### src/hw/rtl/canls_pkg.sv
`default_nettype none
// ----------------------------------------------------------------------------
// CAN link supervisor package
// Shared types, state codes, register map and constants for the CAN link
// supervisor core.
// ----------------------------------------------------------------------------
package canls_pkg;

   // Link state codes.
   typedef logic [1:0] mode_type;
   localparam mode_type MODE_INIT      = 2'd0;
   localparam mode_type MODE_HANDSHAKE = 2'd1;
   localparam mode_type MODE_READY     = 2'd2;
   localparam mode_type MODE_ERROR     = 2'd3;

   // Item function codes.
   localparam logic FUNC_TICK    = 1'b0;
   localparam logic FUNC_RESTART = 1'b1;

   // Register map: word index within the configuration space.
   typedef logic [1:0] csr_index_type;
   localparam csr_index_type CSR_TX_PERIOD      = 2'd0;
   localparam csr_index_type CSR_HANDSHAKE_LIM  = 2'd1;
   localparam csr_index_type CSR_RX_FRESH_LIM   = 2'd2;
   localparam csr_index_type CSR_WATCHDOG_INTVL = 2'd3;

   localparam int unsigned CSR_ADDR_WIDTH = 4;
   localparam int unsigned CSR_DATA_WIDTH = 32;

   // Register reset values.
   localparam logic [15:0] TX_PERIOD_RESET      = 16'd10;
   localparam logic [15:0] HANDSHAKE_LIM_RESET  = 16'd1000;
   localparam logic [15:0] RX_FRESH_LIM_RESET   = 16'd200;
   localparam logic [15:0] WATCHDOG_INTVL_RESET = 16'd50;

   // A value is a multiple of 100 when its two low bits are clear and the
   // upper thirty bits are a multiple of 25. The latter is tested by
   // multiplying with the inverse of 25 modulo 2^32 and comparing the
   // wrapped product against the largest quotient of 25 that fits.
   localparam logic [31:0] INV_25       = 32'hC28F_5C29;
   localparam logic [31:0] DIV_25_LIMIT = 32'h0A3D_70A3;

   // One input beat.
   typedef struct packed {
      logic        func;
      logic [31:0] now_ms;
      logic        init_ok;
      logic [31:0] rx_age_ms;
      logic        rx_lost;
      logic        bus_off;
      logic        tx_data_present;
   } req_item_type;

endpackage : canls_pkg
`default_nettype wire

### src/hw/rtl/can_link_supervisor_core.sv
`default_nettype none
// ----------------------------------------------------------------------------
// CAN link supervisor core
// Steps the link state machine (init, handshake, ready, error) once per
// request beat and schedules transmit slots and watchdog kicks.
// ----------------------------------------------------------------------------
// The core takes one request beat per clock cycle unless stalled and returns
// exactly one response beat for each, in order. A beat passes through three
// registers: the request register, a register holding the multiple-of-100
// test on the time stamp (one 32-bit multiply), and the response register.
// The link state, time stamps and fault count are held in one stage and
// updated in the cycle a beat moves into the response register, so the next
// beat sees them at once and the sustained rate is one beat per cycle while
// the response side does not stall. When the response side stalls, up to
// three beats are held inside before the request side is stalled. The four
// timing registers are to be written over the APB-style port while no beat
// is in flight, by the user; the core itself does not enforce this.
module can_link_supervisor_core (
   input  wire logic        clock,
   input  wire logic        reset,

   // Request channel
   input  wire logic        req_valid,
   output logic             req_ready,
   input  wire logic        req_func,
   input  wire logic [31:0] req_now_ms,
   input  wire logic        req_init_ok,
   input  wire logic [31:0] req_rx_age_ms,
   input  wire logic        req_rx_lost,
   input  wire logic        req_bus_off,
   input  wire logic        req_tx_data_present,

   // Response channel
   output logic             rsp_valid,
   input  wire logic        rsp_ready,
   output logic [1:0]       rsp_link_state,
   output logic             rsp_init_attempt,
   output logic             rsp_recover_request,
   output logic             rsp_send_frames,
   output logic             rsp_watchdog_kick,
   output logic [15:0]      rsp_time_to_next_tx,
   output logic [31:0]      rsp_fault_count,

   // Configuration port
   input  wire logic                                csr_psel,
   input  wire logic                                csr_penable,
   input  wire logic                                csr_pwrite,
   input  wire logic [canls_pkg::CSR_ADDR_WIDTH-1:0] csr_paddr,
   input  wire logic [canls_pkg::CSR_DATA_WIDTH-1:0] csr_pwdata,
   output logic      [canls_pkg::CSR_DATA_WIDTH-1:0] csr_prdata,
   output logic                                     csr_pready
);
   import canls_pkg::*;

   // Configuration registers
   logic [15:0]   tx_period_ff;
   logic [15:0]   handshake_lim_ff;
   logic [15:0]   rx_fresh_lim_ff;
   logic [15:0]   watchdog_intvl_ff;
   logic          csr_write;
   csr_index_type csr_index;

   // Pipeline control
   logic          out_free;
   logic          s1_free;
   logic          s0_free;
   logic          req_fire;
   logic          s0_fire;
   logic          s1_fire;
   logic          s0_valid_ff;
   logic          s0_valid_in;
   logic          s1_valid_ff;
   logic          s1_valid_in;
   logic          rsp_valid_ff;
   logic          rsp_valid_in;

   // Pipeline payload
   req_item_type  req_item;
   req_item_type  s0_item_ff;
   req_item_type  s1_item_ff;
   logic          s1_hundred_ff;
   logic [31:0]   s0_div_prod;
   logic          s0_hundred;

   // Link state
   mode_type      mode_ff;
   mode_type      mode_in;
   logic [31:0]   last_tx_ff;
   logic [31:0]   last_tx_in;
   logic [31:0]   last_kick_ff;
   logic [31:0]   last_kick_in;
   logic [31:0]   hs_start_ff;
   logic [31:0]   hs_start_in;
   logic [31:0]   tally_ff;
   logic [31:0]   tally_in;

   // State step terms
   logic          stamps_set;
   logic          init_attempt;
   logic          recover;
   logic [31:0]   hs_elapsed;
   logic          hs_expired;
   logic          rx_fresh;
   logic [31:0]   tx_elapsed_raw;
   logic [31:0]   tx_elapsed;
   logic          tx_slot;
   logic [31:0]   kick_elapsed;
   logic          kick_due;
   logic          send;
   logic [31:0]   tx_elapsed_after;
   logic [15:0]   ttn;

   // Response registers
   mode_type      rsp_state_ff;
   logic          rsp_init_ff;
   logic          rsp_recover_ff;
   logic          rsp_send_ff;
   logic          rsp_kick_ff;
   logic [15:0]   rsp_ttn_ff;
   logic [31:0]   rsp_fault_ff;

   // ------------------------------------------------------------------------
   // Configuration port: writes complete in the access cycle, no wait states.
   // ------------------------------------------------------------------------
   assign csr_pready = 1'b1;
   assign csr_write  = csr_psel && csr_penable && csr_pwrite && csr_pready;
   assign csr_index  = csr_paddr[3:2];

   always_ff @(posedge clock) begin
      if (reset) begin
         tx_period_ff      <= TX_PERIOD_RESET;
         handshake_lim_ff  <= HANDSHAKE_LIM_RESET;
         rx_fresh_lim_ff   <= RX_FRESH_LIM_RESET;
         watchdog_intvl_ff <= WATCHDOG_INTVL_RESET;
      end else if (csr_write) begin
         unique case (csr_index)
            CSR_TX_PERIOD:      tx_period_ff      <= csr_pwdata[15:0];
            CSR_HANDSHAKE_LIM:  handshake_lim_ff  <= csr_pwdata[15:0];
            CSR_RX_FRESH_LIM:   rx_fresh_lim_ff   <= csr_pwdata[15:0];
            CSR_WATCHDOG_INTVL: watchdog_intvl_ff <= csr_pwdata[15:0];
            default:            tx_period_ff      <= tx_period_ff;
         endcase
      end
   end

   // Read data follows the address.
   always_comb begin
      unique case (csr_index)
         CSR_TX_PERIOD:      csr_prdata = {16'd0, tx_period_ff};
         CSR_HANDSHAKE_LIM:  csr_prdata = {16'd0, handshake_lim_ff};
         CSR_RX_FRESH_LIM:   csr_prdata = {16'd0, rx_fresh_lim_ff};
         CSR_WATCHDOG_INTVL: csr_prdata = {16'd0, watchdog_intvl_ff};
         default:            csr_prdata = '0;
      endcase
   end

   // ------------------------------------------------------------------------
   // Flow control: each stage moves on when the stage after it is free.
   // ------------------------------------------------------------------------
   assign out_free  = !rsp_valid_ff || rsp_ready;
   assign s1_fire   = s1_valid_ff && out_free;
   assign s1_free   = !s1_valid_ff || out_free;
   assign s0_fire   = s0_valid_ff && s1_free;
   assign s0_free   = !s0_valid_ff || s1_free;
   assign req_ready = s0_free;
   assign req_fire  = req_valid && s0_free;

   assign s0_valid_in  = req_fire || (s0_valid_ff && !s0_fire);
   assign s1_valid_in  = s0_fire || (s1_valid_ff && !s1_fire);
   assign rsp_valid_in = s1_fire || (rsp_valid_ff && !rsp_ready);

   always_ff @(posedge clock) begin
      if (reset) begin
         s0_valid_ff  <= 1'b0;
         s1_valid_ff  <= 1'b0;
         rsp_valid_ff <= 1'b0;
      end else begin
         s0_valid_ff  <= s0_valid_in;
         s1_valid_ff  <= s1_valid_in;
         rsp_valid_ff <= rsp_valid_in;
      end
   end

   // ------------------------------------------------------------------------
   // Request register and the multiple-of-100 test on the time stamp.
   // ------------------------------------------------------------------------
   assign req_item = '{
      func:            req_func,
      now_ms:          req_now_ms,
      init_ok:         req_init_ok,
      rx_age_ms:       req_rx_age_ms,
      rx_lost:         req_rx_lost,
      bus_off:         req_bus_off,
      tx_data_present: req_tx_data_present
   };

   always_ff @(posedge clock) begin
      if (req_fire) begin
         s0_item_ff <= req_item;
      end
   end

   assign s0_div_prod = 32'({2'b00, s0_item_ff.now_ms[31:2]} * INV_25);
   assign s0_hundred  = (s0_item_ff.now_ms[1:0] == 2'b00) && (s0_div_prod <= DIV_25_LIMIT);

   always_ff @(posedge clock) begin
      if (s0_fire) begin
         s1_item_ff    <= s0_item_ff;
         s1_hundred_ff <= s0_hundred;
      end
   end

   // ------------------------------------------------------------------------
   // Link state machine step.
   // ------------------------------------------------------------------------
   assign hs_elapsed = s1_item_ff.now_ms - hs_start_ff;
   assign hs_expired = hs_elapsed > {16'd0, handshake_lim_ff};
   assign rx_fresh   = s1_item_ff.rx_age_ms < {16'd0, rx_fresh_lim_ff};

   always_comb begin
      mode_in      = mode_ff;
      hs_start_in  = hs_start_ff;
      tally_in     = tally_ff;
      stamps_set   = 1'b0;
      init_attempt = 1'b0;
      recover      = 1'b0;
      if (s1_item_ff.func == FUNC_RESTART) begin
         mode_in = MODE_INIT;
         recover = 1'b1;
      end else begin
         unique case (mode_ff)
            MODE_INIT: begin
               init_attempt = 1'b1;
               if (s1_item_ff.init_ok) begin
                  mode_in     = MODE_HANDSHAKE;
                  hs_start_in = s1_item_ff.now_ms;
                  stamps_set  = 1'b1;
               end else begin
                  mode_in = MODE_ERROR;
               end
            end
            MODE_HANDSHAKE: begin
               if (hs_expired) begin
                  mode_in = MODE_ERROR;
               end else if (rx_fresh) begin
                  mode_in = MODE_READY;
               end
            end
            MODE_READY: begin
               if (s1_item_ff.rx_lost) begin
                  mode_in  = MODE_ERROR;
                  tally_in = tally_ff + 32'd1;
               end else if (s1_item_ff.bus_off) begin
                  mode_in = MODE_ERROR;
               end
            end
            MODE_ERROR: begin
               // Recovery is only tried on whole hundreds of milliseconds.
               if (s1_hundred_ff) begin
                  recover      = 1'b1;
                  init_attempt = 1'b1;
                  if (s1_item_ff.init_ok) begin
                     mode_in     = MODE_HANDSHAKE;
                     hs_start_in = s1_item_ff.now_ms;
                  end
               end
            end
            default: begin
               mode_in = MODE_INIT;
            end
         endcase
      end
   end

   // Transmit slot: a successful init restamps to now, so elapsed is zero.
   assign tx_elapsed_raw = s1_item_ff.now_ms - last_tx_ff;
   assign tx_elapsed     = stamps_set ? 32'd0 : tx_elapsed_raw;
   assign tx_slot        = (s1_item_ff.func == FUNC_TICK) && s1_item_ff.tx_data_present
                           && (tx_elapsed >= {16'd0, tx_period_ff});
   assign send           = tx_slot && (mode_in == MODE_READY);
   assign last_tx_in     = (tx_slot || stamps_set) ? s1_item_ff.now_ms : last_tx_ff;

   // Watchdog kick.
   assign kick_elapsed = stamps_set ? 32'd0 : (s1_item_ff.now_ms - last_kick_ff);
   assign kick_due     = (s1_item_ff.func == FUNC_TICK)
                         && (kick_elapsed >= {16'd0, watchdog_intvl_ff});
   assign last_kick_in = (kick_due || stamps_set) ? s1_item_ff.now_ms : last_kick_ff;

   // Time to the next slot, measured from the updated transmit stamp.
   assign tx_elapsed_after = (tx_slot || stamps_set) ? 32'd0 : tx_elapsed_raw;
   assign ttn = (tx_elapsed_after >= {16'd0, tx_period_ff}) ? 16'd0
                : (tx_period_ff - tx_elapsed_after[15:0]);

   always_ff @(posedge clock) begin
      if (reset) begin
         mode_ff      <= MODE_INIT;
         last_tx_ff   <= '0;
         last_kick_ff <= '0;
         hs_start_ff  <= '0;
         tally_ff     <= '0;
      end else if (s1_fire) begin
         mode_ff      <= mode_in;
         last_tx_ff   <= last_tx_in;
         last_kick_ff <= last_kick_in;
         hs_start_ff  <= hs_start_in;
         tally_ff     <= tally_in;
      end
   end

   // ------------------------------------------------------------------------
   // Response register.
   // ------------------------------------------------------------------------
   always_ff @(posedge clock) begin
      if (s1_fire) begin
         rsp_state_ff   <= mode_in;
         rsp_init_ff    <= init_attempt;
         rsp_recover_ff <= recover;
         rsp_send_ff    <= send;
         rsp_kick_ff    <= kick_due;
         rsp_ttn_ff     <= ttn;
         rsp_fault_ff   <= tally_in;
      end
   end

   assign rsp_valid           = rsp_valid_ff;
   assign rsp_link_state      = rsp_state_ff;
   assign rsp_init_attempt    = rsp_init_ff;
   assign rsp_recover_request = rsp_recover_ff;
   assign rsp_send_frames     = rsp_send_ff;
   assign rsp_watchdog_kick   = rsp_kick_ff;
   assign rsp_time_to_next_tx = rsp_ttn_ff;
   assign rsp_fault_count     = rsp_fault_ff;

`ifndef SYNTH
   // Frames are only sent from the ready state.
   a_send_only_ready: assert property (@(posedge clock) disable iff (reset)
      rsp_valid && rsp_send_frames |-> rsp_link_state == MODE_READY)
      else $error("send_frames outside ready state");

   // An init attempt always leaves the link in handshake or error.
   a_init_outcome: assert property (@(posedge clock) disable iff (reset)
      rsp_valid && rsp_init_attempt |->
         (rsp_link_state == MODE_HANDSHAKE || rsp_link_state == MODE_ERROR))
      else $error("init attempt left link in unexpected state");

   // The fault count advances by at most one per beat.
   a_tally_step: assert property (@(posedge clock) disable iff (reset)
      s1_fire |=> (tally_ff == $past(tally_ff) || tally_ff == $past(tally_ff) + 32'd1))
      else $error("fault count jumped");

   // The time to the next slot never exceeds the transmit period.
   a_ttn_bound: assert property (@(posedge clock) disable iff (reset)
      rsp_valid |-> rsp_time_to_next_tx <= tx_period_ff)
      else $error("time to next slot exceeds period");
`endif

endmodule : can_link_supervisor_core
`default_nettype wire

### config.mk
export PLATFORM = sky130hd
export DESIGN_NAME = can_link_supervisor_core
export DESIGN_NICKNAME = d
export VERILOG_FILES = /design/src/hw/rtl/canls_pkg.sv /design/src/hw/rtl/can_link_supervisor_core.sv
export SDC_FILE = /design/constraint.sdc
export NUM_CORES = 1
export LEC_CHECK = 0
export CAP_MARGIN = 25
export CORE_MARGIN = 2
export CORE_UTILIZATION = 50
export CTS_BUF_LIST = sky130_fd_sc_hd__clkbuf_4 sky130_fd_sc_hd__clkbuf_8
export DETAILED_ROUTE_END_ITERATION = 6
export DONT_BUFFER_PORTS = 1
export GPL_TIMING_DRIVEN = 1
export PLACE_DENSITY = 0.78
export SLEW_MARGIN = 20
export SYNTH_ARGS = -nofsm -noshare
export SYNTH_HDL_FRONTEND = slang
export SYNTH_SLANG_ARGS = --single-unit
### constraint.sdc
create_clock -name clock -period 6.6 [get_ports clock]
set_input_delay 1.32 -clock clock [delete_from_list [all_inputs] [get_ports clock]]
set_output_delay 1.32 -clock clock [all_outputs]
set_load 0.02 [all_outputs]
# Word level (Yosys, flattened, before mapping)
# Cells that the tools add are included.
[classes]
shift = 0
mul = 1
n_div = 0
n_bitwise = 1
addsub = 5
n_mux = 25
n_eq_ne = 8
reduce_logical = 38
order_cmp = 6
[op_table]
columns = ["cell", "count"]
rows = [
  ["2-to-1 mux 32 bit", 8],
  ["one-hot mux 32 bit (4 select lines)", 1],
  ["greater-or-equal comparator 32 x 16 -> 1 bit", 3],
  ["subtractor 32 bit", 3],
  ["one-hot mux 32 bit (2 select lines)", 1],
  ["adder 32 x 1 -> 32 bit (second input constant)", 1],
  ["greater-than comparator 32 x 16 -> 1 bit", 1],
  ["<= comparator 32 x 28 -> 1 bit (second input constant)", 1],
  ["less-than comparator 32 x 16 -> 1 bit", 1],
  ["multiplier 30 x 32 -> 32 bit (second input constant)", 1],
  ["2-to-1 mux 2 bit", 8],
  ["subtractor 16 bit", 1],
  ["logical AND 1 bit", 13],
  ["AND reduction 2 bit", 6],
  ["equality test 2 bit (second input constant)", 5],
  ["logical OR 1 bit", 8],
  ["one-hot mux 2 bit (4 select lines)", 1],
  ["zero test 1 bit", 6],
  ["zero test 2 bit", 3],
  ["2-to-1 mux 1 bit", 5],
  ["equality test 2 x 1 -> 1 bit (second input constant)", 2],
  ["AND reduction 4 bit", 1],
  ["!= test 2 bit (second input constant)", 1],
  ["one-hot mux 1 bit (2 select lines)", 1],
  ["other kinds (2)", 2],
]
[word_totals]
inputBits = 112
mem_bits_ro = 0
regBits = 390
memories = 0
latch_bits = 0
output_inout_bits = 89
word_cells = 118
mem_bits_rw = 0

# Longest topological paths before layout
# Gate-level depths: netlist (run 1).
[logic_depth]
ltp_word = 9
mapped_depth = 35
ltp_nobuf = 34

# Least setup slack after synthesis (run 1)
# Ideal clock, no wire load.
[synth_timing]
kind = "input-to-reg"
startpoint = "input port rsp_ready"
endpoint = "register s1_hundred_ff (enable)"
setup_ps = 605
path_buffers = 0
arrival_ps = 6502
stages = 2
setup_slack_ps = -507
required_time_ps = 5995
cell_sequence = "nor2b_1 -> a21boi_0"
[synth_between]
elab_chain_len = 3
[synth_rtl]
columns = ["element", "line", "rtl"]
rows = [
  ["start, declared", "can_link_supervisor_core.sv:35", "input wire logic rsp_ready,"],
  ["logical OR 1 bit", "can_link_supervisor_core.sv:160", "assign out_free = !rsp_valid_ff || rsp_ready;"],
  ["logical OR 1 bit", "can_link_supervisor_core.sv:162", "assign s1_free = !s1_valid_ff || out_free;"],
  ["logical AND 1 bit", "can_link_supervisor_core.sv:163", "assign s0_fire = s0_valid_ff && s1_free;"],
  ["named net s0_fire", "can_link_supervisor_core.sv:68", "logic s0_fire;"],
  ["end signal, assigned", "can_link_supervisor_core.sv:209", "s1_hundred_ff <= s0_hundred;"],
  ["end, declared", "can_link_supervisor_core.sv:81", "logic s1_hundred_ff;"],
]
# The timed path passes the listed nets, and every way through them passes these cells.
# A chain may end at the register's enable or synchronous reset.

# Worst setup path after layout (run 1)
[layout_timing]
startpoint = "register s0_item_ff[43] (netlist name)"
endpoint = "register s1_hundred_ff (data pin)"
[layout_between]
elab_chain_len = 3
[layout_rtl]
columns = ["element", "line", "rtl"]
rows = [
  ["start, declared", "can_link_supervisor_core.sv:79", "req_item_type s0_item_ff;"],
  ["start signal, assigned", "can_link_supervisor_core.sv:199", "s0_item_ff <= req_item;"],
  ["multiplier 30 x 32 -> 32 bit", "can_link_supervisor_core.sv:203", "assign s0_div_prod = 32'({2'b00, s0_item_ff.now_ms[31:2]} * INV_25);"],
  ["<= comparator 32 x 28 -> 1 bit", "can_link_supervisor_core.sv:204", "assign s0_hundred = (s0_item_ff.now_ms[1:0] == 2'b00) && (s0_div_prod <= DIV_25_LIMIT);"],
  ["logical AND 1 bit", "can_link_supervisor_core.sv:204", ""],
  ["named net s0_hundred", "can_link_supervisor_core.sv:83", "logic s0_hundred;"],
]
# The timed path passes the listed nets, and every way through them passes these cells.

==> results of run 1 <==
[per-stage QoR]
stage | cell area, um2 | cells | utilization | setup WS (ns) | TNS (ns)
2_1_floorplan | 30800 | 3303 | - | 0.0124 | 0
3_3_place_gp | 32300 | 4113 | 0.532 | -0.296 | -0.484
3_5_place_dp | 32300 | 4115 | 0.533 | -0.320 | -0.836
4_1_cts | 34000 | 4248 | 0.562 | -0.0483 | -0.0483
5_1_grt | 34400 | 4259 | 0.568 | -0.233 | -0.309
6_report | 34400 | 4260 | 0.568 | 0.0251 | 0
[state kept, by name, indices dropped and copies added, names as in the netlist, 16 cells and up]
name	count
tx_period_ff	16
watchdog_intvl_ff	16
last_tx_ff	32
rsp_time_to_next_tx	16
rsp_fault_count	32
handshake_lim_ff	16
tally_ff	32
last_kick_ff	32
hs_start_ff	32
s0_item_ff	69
rx_fresh_lim_ff	16
s1_item_ff	69
[cell usage after synthesis (8+ instances only)]
master / n
o21bai_1: 17
o21ai_0: 94
and3_1: 27
edfxtp_1: 193
dfxtp_1: 197
mux2i_1: 73
xor2_1: 69
a2111oi_0: 9
a31oi_1: 17
a21o_1: 51
fa_1: 155
nand2_1: 407
clkbuf_1: 68
o31ai_1: 13
and2_1: 8
nand4_1: 37
ha_1: 381
nor4_1: 15
mux4_2: 16
nand2b_1: 43
nor2b_1: 28
a211o_1: 8
nor3_1: 52
a21boi_0: 9
buf_4: 22
o211ai_1: 37
a211oi_1: 36
inv_1: 473
nand3_1: 55
nor2_1: 166
o21a_1: 20
or3_1: 26
a21oi_1: 218
xnor2_1: 82
[final cells by class]
type / count / area [um2]
timing repair buffer: 162 / 1290
sequential: 390 / 9740
clock buffer: 99 / 1210
antenna: 1 / 2.50
fill: 5132 / 26200
inverter: 473 / 1780
clock inverter: 26 / 299
tap: 782 / 978
multi-input combinational: 2327 / 19100
[layer usage]
| metal | part of all wire | up-vias | GRT usage | wire length (um) |
|---|---|---|---|---|
| met5 | 0 | - | 0 | 0 |
| met4 | 0.040 | 0 | 0.0932 | 3020 |
| met3 | 0.059 | 183 | 0.0379 | 4460 |
| met2 | 0.47 | 740 | 0.394 | 35500 |
| met1 | 0.43 | 11400 | 0.308 | 32500 |
| li1 | - | 11500 | - | - |
[critical path, cell delays in order (launching register included)]
cell	delay (ns)
edfxtp_1	0.45
fa_1	0.53
buf_4	0.15
buf_4	0.13
ha_1	0.21
fa_1	0.41
inv_1	0.08
fa_2	0.45
fa_1	0.52
inv_1	0.05
fa_2	0.53
fa_1	0.45
fa_1	0.57
ha_4	0.22
or3_1	0.36
o21ai_2	0.10
nor2_2	0.08
a31oi_1	0.20
nor2b_1	0.10
o41ai_2	0.26
xor2_1	0.13
a32oi_2	0.23
a211oi_2	0.11
[repair_timing]
action / 4_1_cts / 5_1_grt
endpoints found under the setup margin: 9 / 17
pin swaps: 40 / 47
hold buffers: 0 / 0
setup buffers: 9 / 10
cloned: 0 / 1
gates resized for setup: 41 / 57
[worst max path at each step]
stage | to | slack (ns) | depth (start not counted)
3_3_place_gp | s1_hundred_ff | -0.30 | 21
6_report | s1_hundred_ff | 0.03 | 22
4_1_cts | s1_hundred_ff | -0.05 | 21
5_1_grt | s1_hundred_ff | -0.23 | 23
2_1_floorplan | s1_hundred_ff | 0.01 | 21
3_5_place_dp | s1_hundred_ff | -0.32 | 23
[kinds of logic (layout without fill, tap and decap cells)]
| kind of cell | count (synthesis) | count (layout) | share of synthesized area |
|---|---|---|---|
| xor+xnor | 152 | 152 | 0.0439 |
| buf+inv | 586 | 760 | 0.0790 |
| mux | 93 | 93 | 0.0369 |
| compound gates | 616 | 616 | 0.130 |
| simple gates | 913 | 913 | 0.138 |
| other cells | 2 | 18 | 0.000244 |
| flops | 390 | 390 | 0.317 |
| fa+ha+maj | 536 | 536 | 0.256 |
==> metrics.yaml, run 1 <==
outcome:
  outcome: "finished clean"
synthesis:
  syn-cell-area_um2: 30800
  synth-seq-area-share: 0.317
  synth.distinct_cells: 101
  ys_seq_elements: 390
  netlist_top_cells_area: "edfxtp_1 19%, ha_1 15%, dfxtp_1 13%"
  synth-edff-count: 193
  synth.largest_area_cell: "edfxtp_1"
  avgSynthCellArea_um2: 9.36
  yosys.area.top_type_share: 0.188
  synth_cells: 3288
  ys_warn_count: 0
  synthFlopType: "dfxtp_1"
  synthArstFlopShare: 0
clock_network:
  clock_path_buffers: 3
  clock-sinks: 390
  clk_pin_slew_ns: 0.06
  root_buffer: "clkbuf_8"
  cts_tree: "built"
  htree_levels: 3
  cts_buffers: 69
  worstSkewPairLatency_ns: 0.67
sta:
  rsz0062_at_grt: "yes"
  whs_ns: 0.413
  final_max_slew_viol_count: 0
  fmax_ghz: 0.152
  hold_viol: 0
  fin_crit_sh: 0.996
  slew_headroom: 0.327
  finalCriticalPeriod_ns: 6.57
  max_slew.worst_pin.slew_ns: 1.01
  finalSetupViolations: 0
  skew_ns: 0.0427
worst_setup_path:
  crit-reg2reg-launch: "s0_item_ff[43]"
  crit_start: "s0_item_ff[43]"
  ff2ff_path_depth: 22
  regToRegSetupSlack_ns: 0.03
  r2r_end: "s1_hundred_ff"
  crit_type: "flip-flop to flip-flop"
  endpoint_kind: "flip-flop"
  cp_max_fo: 3
  worstPathArrival_ns: 6.96
  crit_required_ns: 6.99
  worstSetupStartpointType: "flip-flop"
grt:
  grt_max_degree: 122
  antenna_found_initial: 1
  grt_overflow_total: 0
  grt_pass1_vias: 23100
  grt_pass1_wl_mm: 120
  grt_usage: 0.237
placed_design:
  place.gp.congestion: 0.946
  portBuffers: 0
  dp_hpwl_mm: 59.4
drt:
  avgViaCountPerCell: 5.61
  drt_first_pass_iters: 7
  totalWireLength_mm: 75.6
  drcViolationCount: 0
  initialDrtViolationCount: 1684
  ant_nets: 0
  vias: 23900
  wire_per_inst_um: 17.7
worst_hold_path:
  hp-start: "s0_item_ff[11]"
  hold_path.class: "flip-flop to flip-flop"
  holdPathStages: 0
  min_to: "s1_item_ff[11]"
final_layout:
  final_layout_size_suffix_gt1_frac: 0.118
  fin_nets: 4071
  final_cell_mix: "463 x inv_1, 407 x nand2_1, 368 x ha_1"
  final_common_cell: "inv_1"
  area_growth_pct: 11.8
die:
  die-area_um2: 63500
  ios: 201
  die_x_um: 252
  die_y_um: 252
  start_util: 0.508
  core_um2: 60600
  rows: 90
flow_run:
  cap_violations: 0
Power of run 1 is not shown: default switching activity piles up to over one toggle a cycle in this logic, so the estimate is an artifact.
==> inputs of run 2 (changes only) <==
--- a/config.mk
+++ b/config.mk
@@ -5,8 +5,9 @@
 export SDC_FILE = /design/constraint.sdc
 export NUM_CORES = 1
 export LEC_CHECK = 0
+export ABC_AREA = 1
 export CAP_MARGIN = 25
-export CORE_MARGIN = 2
+export CORE_MARGIN = 5
 export CORE_UTILIZATION = 50
 export CTS_BUF_LIST = sky130_fd_sc_hd__clkbuf_4 sky130_fd_sc_hd__clkbuf_8
 export DETAILED_ROUTE_END_ITERATION = 6
==> metrics.yaml, run 2 <==
die:
  die_x_um: 266  # was 252 um
  die_y_um: 266  # was 252 um
  core_um2: 65500  # was 60600 um2
  die-area_um2: 71000  # was 63500 um2
  start_util: 0.502  # was 0.508
  ios: 201  # unchanged
  rows: 94  # was 90
power:
  p_leak_nw: 17.7
  peakVddDrop_mv: 2.97
  p_per_area_nw_per_um2: 516
  total_power_w: 0.0187
synthesis:
  netlist_top_cells_area: "edfxtp_1 18%, ha_1 15%, dfxtp_1 12%"  # was edfxtp_1 19%, ha_1 15%, dfxtp_1 13%
  synthTopCellsByCount: "929 x nand2_1, 926 x inv_1, 381 x ha_1"  # was 473 x inv_1, 407 x nand2_1, 381 x ha_1
  synth.distinct_cells: 52  # was 101
  synth_simple_gate_area_frac: 0.213  # was 0.138
  synth_compound_area_frac: 0.0977  # was 0.130
  ys_warn_count: 0  # unchanged
  synth_cells: 4335  # was 3288
  syn-cell-area_um2: 32900  # was 30800 um2
  avgSynthCellArea_um2: 7.58  # was 9.36 um2
  synth-seq-area-share: 0.296  # was 0.317
  synth_top_family_by_area: "adder cells"  # unchanged
  synth-edff-count: 193  # unchanged
  synth.most_common_cell: "nand2_1"  # was inv_1
  synthFlopType: "dfxtp_1"  # unchanged
  synth_fa_ha_area_frac: 0.239  # was 0.256
  synthArstFlopShare: 0  # unchanged
  yosys.area_share.xor_xnor: 0.0290  # was 0.0439
  yosys-mux-area-fraction: 0  # was 0.0369
  yosys.area.top_type_share: 0.176  # was 0.188
  synth.largest_area_cell: "edfxtp_1"  # unchanged
  ys_seq_elements: 390  # unchanged
sta:
  fin_crit_sh: 0.989  # was 0.996
  fmax_ghz: 0.153  # was 0.152 GHz
  max_slew.worst_pin.slew_ns: 1.02  # was 1.01 ns
  rsz0062_at_grt: "yes"  # unchanged
  skew_ns: 0.0543  # was 0.0427 ns
  finalSetupTns_ns: 0  # unchanged
  final_max_slew_viol_count: 0  # unchanged
  slew_headroom: 0.322  # was 0.327
  whs_ns: 0.396  # was 0.413 ns
  finalCriticalPeriod_ns: 6.53  # was 6.57 ns
  finalSetupViolations: 0  # unchanged
  hold_viol: 0  # unchanged
final_layout:
  final_cell_mix: "921 x nand2_1, 914 x inv_1, 362 x ha_1"  # was 463 x inv_1, 407 x nand2_1, 368 x ha_1
  fin_nets: 5058  # was 4071
  fin_cells: 5337  # was 4260
  final_common_cell: "nand2_1"  # was inv_1
  area_growth_pct: 10.1  # was 11.8%
  fillers: 6009  # was 5132
  final_layout_size_suffix_gt1_frac: 0.0799  # was 0.118
  top_regs: "s0_item_ff x69, s1_item_ff x69"  # unchanged
worst_setup_path:
  worstPathArrival_ns: 6.97  # was 6.96 ns
  cp_max_fo: 4  # was 3
  endpoint_kind: "flip-flop"  # unchanged
  worstSetupStartpointType: "flip-flop"  # unchanged
  regToRegSetupSlack_ns: 0.07  # was 0.03 ns
  crit_required_ns: 7.04  # was 6.99 ns
  crit_type: "flip-flop to flip-flop"  # unchanged
clock_network:
  root_buffer: "clkbuf_8"  # unchanged
  clock_path_buffers: 3  # unchanged
  clk_pin_slew_ns: 0.06  # about the same
  cts_tree: "built"  # unchanged
  worstSkewPairLatency_ns: 0.69  # was 0.67 ns
  hold_buffers: 0  # unchanged
  clock-sinks: 390  # unchanged
  cts_buffers: 74  # was 69
  htree_levels: 3  # unchanged
drt:
  drcViolationCount: 0  # unchanged
  drt_first_pass_iters: 7  # unchanged
  totalWireLength_mm: 91.4  # was 75.6 mm
  avgViaCountPerCell: 5.24  # was 5.61
  wire_per_inst_um: 17.1  # was 17.7 um
  initialDrtViolationCount: 2227  # was 1684
  vias: 27900  # was 23900
  ant_nets: 0  # unchanged
grt:
  grt_max_degree: 125  # was 122
  grt_overflow_total: 0  # unchanged
  grt_usage: 0.251  # was 0.237
  grt_pass1_wl_mm: 142  # was 120 mm
  grt_pass1_vias: 26700  # was 23100
  antenna_found_initial: 3  # was 1
placed_design:
  place.gp.congestion: 0.968  # was 0.946
  dp_hpwl_mm: 72.5  # was 59.4 mm
  portBuffers: 0  # unchanged
  dp_cells: 5179  # was 4115
flow_run:
  cap_violations: 0  # unchanged
outcome:
  outcome: "finished clean"  # unchanged
worst_hold_path:
  hold_path.class: "flip-flop to flip-flop"  # unchanged
[run 2: metal layers]
| layer | up-vias | wire length [um] | global-route usage |
|---|---|---|---|
| li1 | 13900 | - | - |
| met1 | 12900 | 38500 | 0.328 |
| met2 | 911 | 43200 | 0.421 |
| met3 | 232 | 5930 | 0.0427 |
| met4 | 0 | 3710 | 0.0952 |
| met5 | - | 0 | 0 |
[run 2: layout make-up]
type / instances / area [um2] / area share
multi-input combinational: 2916 / 19500 / 0.539
sequential: 390 / 9740 / 0.269
inverter: 944 / 3550 / 0.0982
clock buffer: 105 / 1280 / 0.0354
tap: 864 / 1080 / 0.0299
timing repair buffer: 84 / 694 / 0.0192
clock inverter: 30 / 315 / 0.00872
antenna: 4 / 10.0 / 0.000277
[run 2: repair_timing]
item,in CTS,in global routing
setup endpoints to repair,1,2
buffers inserted,0,17
pin swaps,8,59
resized for setup,7,87
[run 2: cells by family after synthesis]
logic type,after synthesis
other,2
AND/OR/NAND/NOR,1647
buffers and inverters,1044
adder cells (fa/ha/maj),536
AO/OA/AOI/OAI,607
flip-flops,390
XOR/XNOR,109
[run 2: metrics by stage]
step | util | cell area, um2 | worst slack [ns]
floorplan | - | 32900 | 0.158
global placement | 0.519 | 34000 | -0.0710
detailed placement | 0.519 | 34000 | -0.142
CTS | 0.544 | 35600 | 0.0181
global route | 0.552 | 36200 | -0.145
finish | 0.552 | 36200 | 0.0740
[run 2: power breakdown]
| part | internal (W) | leakage [nW] | total [W] | switching (W) |
|---|---|---|---|---|
| logic | 0.00585 | 13.4 | 0.0133 | 0.00748 |
| registers | 0.00265 | 3.44 | 0.00276 | 0.000109 |
| clock network | 0.00147 | 0.849 | 0.00259 | 0.00112 |
| total | 0.00997 | 17.7 | 0.0187 | 0.00871 |
[run 2: path summary, 6_finish.rpt]
check | to | cells after the start | from
worst max-delay path | s1_hundred_ff | 24 | s0_item_ff[41]
worst min-delay path | s1_item_ff[14] | 0 | s0_item_ff[14]
worst min register to register | s1_item_ff[14] | 0 | s0_item_ff[14]
worst max register to register | s1_hundred_ff | 24 | s0_item_ff[41]
[run 2: critical path: stages (launching register included)]
cell and delay, ns:
edfxtp_1 0.43, fa_1 0.55, fa_1 0.57, inv_2 0.05, fa_1 0.48, fa_1 0.52, fa_1 0.54, inv_2 0.05
fa_1 0.48, fa_1 0.53, inv_2 0.05, fa_1 0.49, inv_2 0.05, ha_4 0.32, nand2_4 0.08, o21ai_2 0.14
a21oi_2 0.06, buf_4 0.14, o21ai_4 0.17, xor2_1 0.20, nand2_1 0.09, nor2_2 0.13, nand2_1 0.06, nand2_1 0.07
a21oi_2 0.05
Power figures use the tool's default switching activity.
